File: config.mk
export PLATFORM = sky130hd
export DESIGN_NAME = sha256_stream_hasher
export DESIGN_NICKNAME = d
export VERILOG_FILES = /design/src/hw/rtl/sha_pkg.sv /design/src/hw/rtl/sha_datapath.sv /design/src/hw/rtl/sha_ctrl.sv /design/src/hw/rtl/sha256_stream_hasher.sv
export SDC_FILE = /design/constraint.sdc
export NUM_CORES = 2
export LEC_CHECK = 0
export BUFFER_PORTS_ARGS = -buffer_cell sky130_fd_sc_hd__buf_4
export CAP_MARGIN = 5
export CORE_MARGIN = 4
export CORE_UTILIZATION = 61
export CTS_BUF_LIST = sky130_fd_sc_hd__clkbuf_4 sky130_fd_sc_hd__clkbuf_8
export DETAILED_ROUTE_END_ITERATION = 7
export PLACE_DENSITY = 0.8
export SLEW_MARGIN = 20
export SYNTH_ARGS = -nofsm -noshare
export SYNTH_HDL_FRONTEND = slang
export SYNTH_SLANG_ARGS = --single-unit
File: constraint.sdc
create_clock -name aclk -period 10.7 [get_ports aclk]
set_clock_uncertainty 0.15 [all_clocks]
set_input_delay 1.07 -clock aclk [delete_from_list [all_inputs] [get_ports aclk]]
set_output_delay 1.07 -clock aclk [all_outputs]
set_load 0.005 [all_outputs]
File: src/hw/rtl/sha_pkg.sv
// Shared types, constants and a rotate helper for the SHA-256 stream hasher.
// No dependencies.
`timescale 1ns / 1ps

package sha_pkg;

    // Initial hash values.
    localparam logic [31:0] INIT_H [8] = '{
        32'h6a09e667, 32'hbb67ae85, 32'h3c6ef372, 32'ha54ff53a,
        32'h510e527f, 32'h9b05688c, 32'h1f83d9ab, 32'h5be0cd19
    };

    // Round constants.
    localparam logic [31:0] ROUND_K [64] = '{
        32'h428a2f98, 32'h71374491, 32'hb5c0fbcf, 32'he9b5dba5, 32'h3956c25b, 32'h59f111f1,
        32'h923f82a4, 32'hab1c5ed5, 32'hd807aa98, 32'h12835b01, 32'h243185be, 32'h550c7dc3,
        32'h72be5d74, 32'h80deb1fe, 32'h9bdc06a7, 32'hc19bf174, 32'he49b69c1, 32'hefbe4786,
        32'h0fc19dc6, 32'h240ca1cc, 32'h2de92c6f, 32'h4a7484aa, 32'h5cb0a9dc, 32'h76f988da,
        32'h983e5152, 32'ha831c66d, 32'hb00327c8, 32'hbf597fc7, 32'hc6e00bf3, 32'hd5a79147,
        32'h06ca6351, 32'h14292967, 32'h27b70a85, 32'h2e1b2138, 32'h4d2c6dfc, 32'h53380d13,
        32'h650a7354, 32'h766a0abb, 32'h81c2c92e, 32'h92722c85, 32'ha2bfe8a1, 32'ha81a664b,
        32'hc24b8b70, 32'hc76c51a3, 32'hd192e819, 32'hd6990624, 32'hf40e3585, 32'h106aa070,
        32'h19a4c116, 32'h1e376c08, 32'h2748774c, 32'h34b0bcb5, 32'h391c0cb3, 32'h4ed8aa4a,
        32'h5b9cca4f, 32'h682e6ff3, 32'h748f82ee, 32'h78a5636f, 32'h84c87814, 32'h8cc70208,
        32'h90befffa, 32'ha4506ceb, 32'hbef9a3f7, 32'hc67178f2
    };

    localparam logic [7:0] PAD_BYTE = 8'h80;

    // Controller states, one-hot.
    typedef enum logic [5:0] {
        ST_IDLE  = 6'b000001,
        ST_COMP  = 6'b000010,
        ST_PAD1  = 6'b000100,
        ST_PAD2  = 6'b001000,
        ST_FOLD  = 6'b010000,
        ST_OUT   = 6'b100000
    } state_t;

    // Commands from controller to datapath.
    typedef struct packed {
        logic       take_byte;   // write s byte, bump count
        logic       start_pad1;  // load first pad block into the buffer
        logic       start_pad2;  // load length-only block
        logic       round;       // run one compression round
        logic       load_vars;   // copy chaining value into working vars
        logic       fold;        // add working vars into chaining value
        logic       reset_msg;   // restore initial hash values and count
    } dp_cmd_t;

    // Status from datapath to controller.
    typedef struct packed {
        logic       block_full;  // byte position is 63
        logic       two_pad;     // padding needs two blocks
        logic       last_round;  // round counter at 63
    } dp_stat_t;

    function automatic logic [31:0] rotr(input logic [31:0] x, input int n);
        rotr = (x >> n) | (x << (32 - n));
    endfunction

endpackage

File: src/hw/rtl/sha_datapath.sv
// Datapath: block buffer, message schedule, round logic and chaining value.
// Depends on sha_pkg.
`timescale 1ns / 1ps

module sha_datapath (
    input  logic              aclk,
    input  logic              aresetn,
    input  sha_pkg::dp_cmd_t  cmd,
    input  logic [7:0]        byte_in,
    input  logic [2:0]        out_sel,
    output sha_pkg::dp_stat_t stat,
    output logic [31:0]       digest_word
);

    // Block held as sixteen 32-bit words; also serves as schedule window.
    logic [31:0] w_reg [16];
    logic [31:0] w_next [16];
    logic [31:0] h_reg [8];
    logic [31:0] v_reg [8];
    logic [60:0] cnt_reg;
    logic [5:0]  rnd_reg;
    logic [5:0]  pos;
    logic [63:0] bits;
    logic [31:0] s0, s1, wnew, t1, t2, big0, big1, ch, maj;

    assign pos  = cnt_reg[5:0];
    assign bits = {cnt_reg, 3'b000};

    assign stat.block_full = (pos == 6'd63);
    assign stat.two_pad    = (pos >= 6'd56);
    assign stat.last_round = (rnd_reg == 6'd63);

    // Schedule word for the next window slot.
    assign s0   = sha_pkg::rotr(w_reg[1], 7) ^ sha_pkg::rotr(w_reg[1], 18) ^ (w_reg[1] >> 3);
    assign s1   = sha_pkg::rotr(w_reg[14], 17) ^ sha_pkg::rotr(w_reg[14], 19)
                ^ (w_reg[14] >> 10);
    assign wnew = s1 + w_reg[9] + s0 + w_reg[0];

    // Round function.
    assign big1 = sha_pkg::rotr(v_reg[4], 6) ^ sha_pkg::rotr(v_reg[4], 11)
                ^ sha_pkg::rotr(v_reg[4], 25);
    assign ch   = (v_reg[4] & v_reg[5]) ^ (~v_reg[4] & v_reg[6]);
    assign t1   = v_reg[7] + big1 + ch + sha_pkg::ROUND_K[rnd_reg] + w_reg[0];
    assign big0 = sha_pkg::rotr(v_reg[0], 2) ^ sha_pkg::rotr(v_reg[0], 13)
                ^ sha_pkg::rotr(v_reg[0], 22);
    assign maj  = (v_reg[0] & v_reg[1]) ^ (v_reg[0] & v_reg[2]) ^ (v_reg[1] & v_reg[2]);
    assign t2   = big0 + maj;

    assign digest_word = h_reg[out_sel];

    // Next window contents.
    always_comb begin
        for (int i = 0; i < 16; i++) begin
            w_next[i] = w_reg[i];
        end
        if (cmd.take_byte) begin
            w_next[pos[5:2]] = w_reg[pos[5:2]];
            unique case (pos[1:0])
                2'd0: w_next[pos[5:2]][31:24] = byte_in;
                2'd1: w_next[pos[5:2]][23:16] = byte_in;
                2'd2: w_next[pos[5:2]][15:8]  = byte_in;
                default: w_next[pos[5:2]][7:0] = byte_in;
            endcase
        end else if (cmd.start_pad1) begin
            // Keep bytes below pos, place 0x80, zero the rest; add the bit length if pos < 56.
            for (int i = 0; i < 16; i++) begin
                for (int b = 0; b < 4; b++) begin
                    if (6'(i * 4 + b) == pos) begin
                        w_next[i][31 - 8 * b -: 8] = sha_pkg::PAD_BYTE;
                    end else if (6'(i * 4 + b) > pos) begin
                        w_next[i][31 - 8 * b -: 8] = 8'h00;
                    end
                end
            end
            if (pos < 6'd56) begin
                w_next[14] = bits[63:32];
                w_next[15] = bits[31:0];
            end
        end else if (cmd.start_pad2) begin
            for (int i = 0; i < 14; i++) begin
                w_next[i] = '0;
            end
            w_next[14] = bits[63:32];
            w_next[15] = bits[31:0];
        end else if (cmd.round) begin
            for (int i = 0; i < 15; i++) begin
                w_next[i] = w_reg[i + 1];
            end
            w_next[15] = wnew;
        end
    end

    // Window registers.
    always_ff @(posedge aclk) begin
        for (int i = 0; i < 16; i++) begin
            w_reg[i] <= w_next[i];
        end
    end

    // Working variables.
    always_ff @(posedge aclk) begin
        if (cmd.load_vars) begin
            for (int i = 0; i < 8; i++) begin
                v_reg[i] <= h_reg[i];
            end
        end else if (cmd.round) begin
            v_reg[0] <= t1 + t2;
            v_reg[1] <= v_reg[0];
            v_reg[2] <= v_reg[1];
            v_reg[3] <= v_reg[2];
            v_reg[4] <= v_reg[3] + t1;
            v_reg[5] <= v_reg[4];
            v_reg[6] <= v_reg[5];
            v_reg[7] <= v_reg[6];
        end
    end

    // Chaining value, byte count and round counter.
    always_ff @(posedge aclk) begin
        if (!aresetn || cmd.reset_msg) begin
            for (int i = 0; i < 8; i++) begin
                h_reg[i] <= sha_pkg::INIT_H[i];
            end
            cnt_reg <= '0;
            rnd_reg <= '0;
        end else begin
            if (cmd.fold) begin
                for (int i = 0; i < 8; i++) begin
                    h_reg[i] <= h_reg[i] + v_reg[i];
                end
            end
            if (cmd.take_byte) begin
                cnt_reg <= cnt_reg + 61'd1;
            end
            if (cmd.round) begin
                rnd_reg <= rnd_reg + 6'd1;
            end
        end
    end

endmodule

File: src/hw/rtl/sha_ctrl.sv
// Controller: sequences byte intake, compressions, padding and digest output.
// Depends on sha_pkg.
`timescale 1ns / 1ps

module sha_ctrl (
    input  logic              aclk,
    input  logic              aresetn,
    input  logic              s_tvalid,
    output logic              s_tready,
    input  logic              has_byte,
    input  logic              last_in,
    output logic              m_tvalid,
    input  logic              m_tready,
    input  sha_pkg::dp_stat_t stat,
    output sha_pkg::dp_cmd_t  cmd,
    output logic [2:0]        out_sel
);

    sha_pkg::state_t state_reg, state_next;
    logic            last_reg, last_next;
    logic            pad2_reg, pad2_next;
    logic [2:0]      idx_reg, idx_next;
    logic            pad_done_reg, pad_done_next;
    logic            acc;

    assign s_tready = (state_reg == sha_pkg::ST_IDLE);
    assign m_tvalid = (state_reg == sha_pkg::ST_OUT);
    assign acc      = s_tvalid && s_tready;
    assign out_sel  = idx_reg;

    // Next state and commands.
    always_comb begin
        state_next = state_reg;
        last_next  = last_reg;
        pad2_next  = pad2_reg;
        idx_next   = idx_reg;
        cmd        = '0;
        unique case (state_reg)
            sha_pkg::ST_IDLE: begin
                if (acc) begin
                    last_next = last_in;
                    pad2_next = 1'b0;
                    if (has_byte) begin
                        cmd.take_byte = 1'b1;
                        if (stat.block_full) begin
                            state_next = sha_pkg::ST_COMP;
                        end else if (last_in) begin
                            state_next = sha_pkg::ST_PAD1;
                        end
                    end else if (last_in) begin
                        state_next = sha_pkg::ST_PAD1;
                    end
                end
            end
            sha_pkg::ST_PAD1: begin
                cmd.start_pad1 = 1'b1;
                pad2_next      = stat.two_pad;
                state_next     = sha_pkg::ST_COMP;
            end
            sha_pkg::ST_PAD2: begin
                cmd.start_pad2 = 1'b1;
                pad2_next      = 1'b0;
                state_next     = sha_pkg::ST_COMP;
            end
            sha_pkg::ST_COMP: begin
                // One round per cycle; the working variables were loaded on entry.
                cmd.round = 1'b1;
                if (stat.last_round) begin
                    state_next = sha_pkg::ST_FOLD;
                end
            end
            sha_pkg::ST_FOLD: begin
                cmd.fold = 1'b1;
                if (pad2_reg) begin
                    state_next = sha_pkg::ST_PAD2;
                end else if (last_reg) begin
                    // A block ended by the last byte still needs padding.
                    state_next = sha_pkg::ST_PAD1;
                    last_next  = 1'b0;
                end else if (pad_done_reg) begin
                    state_next = sha_pkg::ST_OUT;
                    idx_next   = 3'd0;
                end else begin
                    state_next = sha_pkg::ST_IDLE;
                end
            end
            sha_pkg::ST_OUT: begin
                if (m_tready) begin
                    idx_next = idx_reg + 3'd1;
                    if (idx_reg == 3'd7) begin
                        cmd.reset_msg = 1'b1;
                        state_next    = sha_pkg::ST_IDLE;
                    end
                end
            end
            default: state_next = sha_pkg::ST_IDLE;
        endcase
        // Working variables follow the chaining value before every block.
        cmd.load_vars = (state_next == sha_pkg::ST_COMP) && (state_reg != sha_pkg::ST_COMP);
    end

    // Marks that the current compressions are padding blocks.
    always_comb begin
        pad_done_next = pad_done_reg;
        if (state_reg == sha_pkg::ST_PAD1) begin
            pad_done_next = 1'b1;
        end else if (state_reg == sha_pkg::ST_OUT) begin
            pad_done_next = 1'b0;
        end
    end

    // State registers.
    always_ff @(posedge aclk) begin
        if (!aresetn) begin
            state_reg    <= sha_pkg::ST_IDLE;
            last_reg     <= 1'b0;
            pad2_reg     <= 1'b0;
            idx_reg      <= 3'd0;
            pad_done_reg <= 1'b0;
        end else begin
            state_reg    <= state_next;
            last_reg     <= (state_reg == sha_pkg::ST_PAD1) ? 1'b0 : last_next;
            pad2_reg     <= pad2_next;
            idx_reg      <= idx_next;
            pad_done_reg <= pad_done_next;
        end
    end

    // Input is never taken while a digest is pending.
    a_no_overlap: assert property (@(posedge aclk) disable iff (!aresetn)
        m_tvalid |-> !s_tready) else $error("input ready during output");
    // Digest words leave in order.
    a_idx_step: assert property (@(posedge aclk) disable iff (!aresetn)
        (m_tvalid && m_tready && idx_reg != 3'd7) |=> (idx_reg == $past(idx_reg) + 3'd1))
        else $error("word index skipped");
    // A compression always ends in a fold.
    a_fold: assert property (@(posedge aclk) disable iff (!aresetn)
        (state_reg == sha_pkg::ST_COMP && stat.last_round) |=> (state_reg == sha_pkg::ST_FOLD))
        else $error("missing fold");

endmodule

File: src/hw/rtl/sha256_stream_hasher.sv
// SHA-256 stream hasher, top level: joins the controller and the datapath.
// Depends on sha_pkg, sha_ctrl and sha_datapath.
`timescale 1ns / 1ps
//
// Usage: message bytes enter one per transfer on the s_ channel. tdata holds
// the byte (has_byte in tuser[0] says it is valid) and tlast ends the
// message; an end transfer without a byte is allowed, so an empty message
// hashes too. The m_ channel then returns eight digest words, most
// significant first, with the word index in tuser and tlast on the eighth.
// Flow: a byte that neither fills a block nor ends the message leaves the
// input ready for the next byte. The 64th byte of a block starts a
// compression, run by the single round unit and followed by a fold, during
// which no byte is taken. The end of a message adds one or two padded
// compressions before the first digest word appears. Reset restores the
// initial hash values and clears the byte count. When the receiver stalls,
// the current word holds and no input is taken until all eight words are delivered.
module sha256_stream_hasher (
    input  logic        aclk,
    input  logic        aresetn,
    input  logic        s_tvalid,
    output logic        s_tready,
    input  logic [7:0]  s_tdata,   // [7:0] data_byte
    input  logic        s_tuser,   // [0] has_byte
    input  logic        s_tlast,   // last_byte
    output logic        m_tvalid,
    input  logic        m_tready,
    output logic [31:0] m_tdata,   // [31:0] digest_word
    output logic [2:0]  m_tuser,   // [2:0] word_index
    output logic        m_tlast    // last_word
);

    sha_pkg::dp_cmd_t  cmd;
    sha_pkg::dp_stat_t stat;
    logic [2:0]        sel;

    sha_ctrl u_ctrl (
        .aclk     (aclk),
        .aresetn  (aresetn),
        .s_tvalid (s_tvalid),
        .s_tready (s_tready),
        .has_byte (s_tuser),
        .last_in  (s_tlast),
        .m_tvalid (m_tvalid),
        .m_tready (m_tready),
        .stat     (stat),
        .cmd      (cmd),
        .out_sel  (sel)
    );

    sha_datapath u_dp (
        .aclk        (aclk),
        .aresetn     (aresetn),
        .cmd         (cmd),
        .byte_in     (s_tdata),
        .out_sel     (sel),
        .stat        (stat),
        .digest_word (m_tdata)
    );

    assign m_tuser = sel;
    assign m_tlast = (sel == 3'd7);

endmodule
Word level (Yosys, flattened, before mapping) --
Memory sizes are Yosys's and may differ from the RTL's. A register that Yosys moved wholly into a read port is not among the register bits. Cells that the tools add are included.
Word-level totals: memories kept 4, word-level logic and storage cells 458, bits in read-only memories 2048, memory bits (writable) 1024, register bits after elaboration 79, output and inout port bits 38
Operators by class: equality and inequality tests 81, bitwise operators 46, $add $sub $neg 21, order comparisons 69, mux-type cells 214, reduce and logical (&&, ||, !) cells 16
Memories:
- (name not given) | depth 64, bits a word 32, read ports 1, clocked after Yosys merged registers in 0, write ports 0, RTL line sha_datapath.sv:43 | assign t1 = v_reg[7] + big1 + ch + sha_pkg::ROUND_K[rnd_reg] + w_reg[0];
- u_dp.w_reg | depth 16, bits a word 32, read ports 17, clocked after Yosys merged registers in 1, write ports 16, RTL line sha_datapath.sv:16 | logic [31:0] w_reg [16];
- u_dp.h_reg | depth 8, bits a word 32, read ports 9, clocked after Yosys merged registers in 1, write ports 8, RTL line sha_datapath.sv:18 | logic [31:0] h_reg [8];
- u_dp.v_reg | depth 8, bits a word 32, read ports 8, clocked after Yosys merged registers in 0, write ports 8, RTL line sha_datapath.sv:19 | logic [31:0] v_reg [8];
Operators by type and width (count):
- 512-bit bitwise mux | 5
- 512-bit 2-to-1 mux | 4
- 512-bit case mux with 3 select lines | 1
- 8-bit 2-to-1 mux | 129
- 32-bit demux with 4-bit select | 5
- 32-bit 2-to-1 mux | 20
- 32-bit adder | 18
- 32-bit bitwise XOR | 9
- 6-bit equality test (first input constant) | 32
- 6-bit greater-than comparator (first input constant) | 32
- 32-bit AND | 5
- 5-bit by 6-bit equality test with 1-bit output (first input constant) | 16
- 5-bit by 6-bit greater-than comparator with 1-bit output (first input constant) | 16
- 64-bit 2-to-1 mux | 1
- 61-bit by 1-bit adder with 61-bit output (second input constant) | 1
- 6-bit 2-to-1 mux | 10
- 4-bit by 6-bit equality test with 1-bit output (first input constant) | 8
- 4-bit by 6-bit greater-than comparator with 1-bit output (first input constant) | 8
- 32-bit NOT | 1
- 10-bit by 32-bit bitwise OR with 32-bit output | 1
- 13-bit by 32-bit bitwise OR with 32-bit output | 1
- 14-bit by 32-bit bitwise OR with 32-bit output | 1
- 15-bit by 32-bit bitwise OR with 32-bit output | 1
- 19-bit by 32-bit bitwise OR with 32-bit output | 1
- other kinds (56) | 121

Longest topological paths before layout --
An unclocked memory read counts as a cell.
word-level depth 11, depth in mapped cells 41, mapped depth without buffers 40

By module --
From an unflattened synthesis, not the netlist that was laid out.
Unflattened totals: cells, all modules 8909, area, all modules 85708.5 um^2
Modules (own cells, without submodules):
- sha_datapath | instances 1, cells each 8821, area each 84918.9 um^2
- sha_ctrl | instances 1, cells each 87, area each 783.3 um^2
- sha256_stream_hasher | instances 1, cells each 1, area each 6.3 um^2

Least setup slack after synthesis --
No wires, ideal clock.
kind reg2reg, start point register u_ctrl.state_reg[0], end point memory u_dp.v_reg[0][0] (enable), clock period less this slack 10.441 ns, data arrival time 7.693 ns, setup slack 0.259 ns, setup time 2.599 ns, data required time 7.951 ns, path buffers 5, stages on the path, launching flop included 10, cell sequence dfxtp_1 -> clkbuf_1 -> nor2_1 -> and4b_1 -> clkbuf_1 -> nor2_1 -> clkbuf_1 -> clkbuf_1 -> buf_1 -> nand3_1
RTL lines:
- start, declared | RTL line sha_ctrl.sv:19 | sha_pkg::state_t state_reg, state_next;
- start signal, assigned | RTL line sha_ctrl.sv:115 | state_reg <= sha_pkg::ST_IDLE;
- start signal, assigned | RTL line sha_ctrl.sv:121 | state_reg <= state_next;
- end, declared | RTL line sha_datapath.sv:19

==> flow_summary.ini <==
[drt]
final_antenna_net_count = 0
routed_wire_length_mm = 317
viasPerCell = 7.19
dr.pass1.iters = 8
remaining_drc_errors = 6
drt-wirelength-per-cell_um = 29.7
routed-wl-met2_mm = 138
detailroute.via_count = 76900
initialDrtViolationCount = 12400
highest_layer = met5
wl_met1_mm = 106
routed_met3_length_mm = 42.0

[critical_path]
cp_num_buf_inv = 3
worst_path_largest_cell_delay_ps = 560
crit_path_frequent_cell = a21oi_1
worst-endpoint-arrival_ps = 10470
cp-startpoint = u_dp.rnd_reg[1]$_SDFFE_PP0P_
r2r.worst_path.cells = 35
critical_path.slowest_cell = fa_1
worst-path-stages = 35
crit_fanout = 8
timing.reg2reg.setup_slack_ps = 850
startpoint_type = flip-flop
timing.critical_path.required_ps = 11320
critical_path_start_end_classification = flip-flop to flip-flop
crit_end = u_dp.v_reg[0][31]$_DFFE_PP_
r2r_end = u_dp.v_reg[0][31]$_DFFE_PP_
critical_path.top_delay_family = compound AO/OA/AOI/OAI gates
timing.rr.start = u_dp.rnd_reg[1]$_SDFFE_PP0P_
critical_path.endpoint_type = flip-flop

[cts]
tritoncts_clock_tree = yes
clock_tree.htree_level_count = 4
clock_insertion_delay_worst_skew_ps = 1000
cts.hold.buffers_added = 0
clock_path_buffers = 3
clk_pin_slew_worst_paths_ps = 60
clkSinkCount = 1110
cts-root-buf = clkbuf_8
tritoncts.num_buffers = 199
cts_setup_buffers = 0
cts-resized-gates = 0

[sta]
unrepaired_setup_endpoints_after_global_routing = false
tightest_slew_ps = 1280
layout_worst_path_cycle_share_pct = 92.1
finalMaxSlewViolations = 0
final_period_minus_worst_setup_slack_ps = 9850
hold_viol_final = 0
highest_attainable_clock_frequency_mhz = 101
tightest_hold_margin_ps = 253
timing.setup.tns_ps = 0
finalSetupViolations = 0
timing.final.ws_setup_ps = 847
timing.max_slew.rel_slack_pct = 14.6

[yosys]
synth_ff_type = edfxtp_1
synth.lib_cells_used.distinct = 88
asyncSetResetFlopFracSynth_pct = 0
yosys_register_bits = 1110
post_synth_inst_count = 8963
synth_warnings = 0
synth.net_count = 9570
synth-edff-count = 1024
syn-cell-area_um2 = 85900
synth_seq_area_share_pct = 37.8
post_synth.cell_area_avg_um2 = 9.58

[cells_and_area]
layout.cells.most_common = nand2_1
syn2layout_area_growth_pct = 6.52
nets = 9257
multi_input_comb_area_um2 = 49500
area.sequential_um2 = 32500
layout.filler_cells = 11000
share_of_layout_cells_above_drive_strength_1_pct = 11.0
largest_register_ff_count = 512
layout.cells.most_common_list = 1053 x nand2_1, 1024 x edfxtp_1, 933 x a21oi_1, 726 x nor2_1, 445 x o21ai_0
post_layout_nonfiller_instances = 10700

[global_routing]
global_route.usage.total_pct = 42.1
first_global_vias = 72900
grt_start_max_net_pins = 216
overflow = 0
grt_pass1_wl_mm = 469
number_of_antenna_violations_at_the_first_check_in_global_routing = 14

[floorplanning]
core-area_um2 = 140000
floorplan.io_pins = 52
placement_rows = 137
initial_core_util_pct = 61.5
die_area_um2 = 147000
dieHeight_um = 383
chipWidth_um = 383

[place]
dp_hpwl_mm = 227
placed_cells_incl_taps = 10300
buffer_ports.inserted = 51
post-place-ws_ps = 1160
finalWeightedCongestion = 1.07

[status]
run_status = complete, but fails checks
failed_checks = DRC

[pwr]
ir_drop_v = 0.000170
power_per_cell_area_nw_per_um2 = 176
power_mw = 16.1
power_leakage_nw = 34.3

[min_path]
timing.hold.worst.class = input pin to flip-flop

[job]
maxCapViolCount = 0
## where the power goes
group / internal, mW / switching (mW)
logic: 2.48 / 3.79
registers: 5.18 / 0.414
clock network: 2.23 / 2.04
total: 9.89 / 6.25
## cell type report
type,count,share of cell area [%]
antenna,7,0.0191
clock buffer,267,3.61
clock inverter,91,0.797
inverter,388,1.59
multi-input combinational,6754,54.1
sequential,1110,35.5
tap,1876,2.57
timing repair buffer,197,1.77
## tightest hold or removal path: stages
cell and delay (ps):
buf_4 140, nand2_1 60, nor2_1 30
## how the worst min path moves through the flow
| stage | to | start | cells past startpoint | slack [ps] |
|---|---|---|---|---|
| 2_1_floorplan | u_ctrl.state_reg[3]$_SDFF_PN0_ | u_ctrl.pad2_reg$_SDFFE_PN0P_ | 2 | 270 |
| 3_3_place_gp | u_ctrl.state_reg[3]$_SDFF_PN0_ | u_ctrl.pad2_reg$_SDFFE_PN0P_ | 2 | 280 |
| 3_5_place_dp | u_ctrl.state_reg[3]$_SDFF_PN0_ | u_ctrl.pad2_reg$_SDFFE_PN0P_ | 2 | 290 |
| 4_1_cts | u_ctrl.state_reg[3]$_SDFF_PN0_ | aresetn | 3 | 210 |
| 5_1_grt | u_ctrl.state_reg[3]$_SDFF_PN0_ | aresetn | 3 | 240 |
| 6_report | u_ctrl.state_reg[3]$_SDFF_PN0_ | aresetn | 3 | 250 |
## kinds of logic after synthesis
logic type,count (synthesis),share of synthesized area [%]
muxes,379,7.91
buffers and inverters,1099,4.88
xor gates and xnor gates,609,6.24
DFF,1110,37.8
adders and majority gates,617,10.6
and+or+nand+nor,2537,13.0
AOI/OAI and AO/OA,2612,19.5
## metal layers
layer  track usage (%)  up-vias
li1                  -    32500
met1              50.8    36500
met2              63.4     6349
met3              12.6     1541
met4              32.4       10
met5                 0        -
## synthesized netlist by cell type (16+ instances only)
library cell	count	area, um^2
o21a_1	72	541
xnor2_1	346	3030
o221ai_1	151	1320
and3_1	52	325
mux4_2	229	5160
nand3_1	153	766
nand2b_1	73	457
o21ai_1	16	80.1
buf_1	47	176
a211oi_1	62	465
o22ai_1	38	238
fa_1	195	3900
nand2_1	1056	3960
a21oi_1	936	4680
buf_2	34	170
xor2_1	261	2290
a21boi_0	21	158
o31ai_1	27	203
o211ai_1	26	195
o21bai_1	39	293
nor2b_1	56	350
nor3_1	113	566
a31oi_1	65	407
nand4_1	31	194
mux2i_1	40	400
a221oi_1	304	2660
ha_1	398	4980
edfxtp_1	1024	30700
or2_2	26	163
a22oi_1	60	450
a221o_1	16	160
nor2_1	749	2810
a21o_1	181	1360
o21ai_0	458	2290
dfxtp_1	86	1720
or3_1	52	325
a311oi_1	16	140
maj3_1	24	240
inv_1	383	1440
mux2_2	110	1240
and2_1	113	707
clkbuf_1	627	2350
## metrics by stage
| stage | instance area [um^2] | util, % |
|---|---|---|
| 5_1_grt | 91500 | 65.5 |
| 6_report | 91500 | 65.5 |
| 3_5_place_dp | 87300 | 62.5 |
| 4_1_cts | 91400 | 65.4 |
| 3_3_place_gp | 87300 | 62.5 |
| 2_1_floorplan | 85900 | - |
No activity file was read; power rests on OpenSTA's default activity.
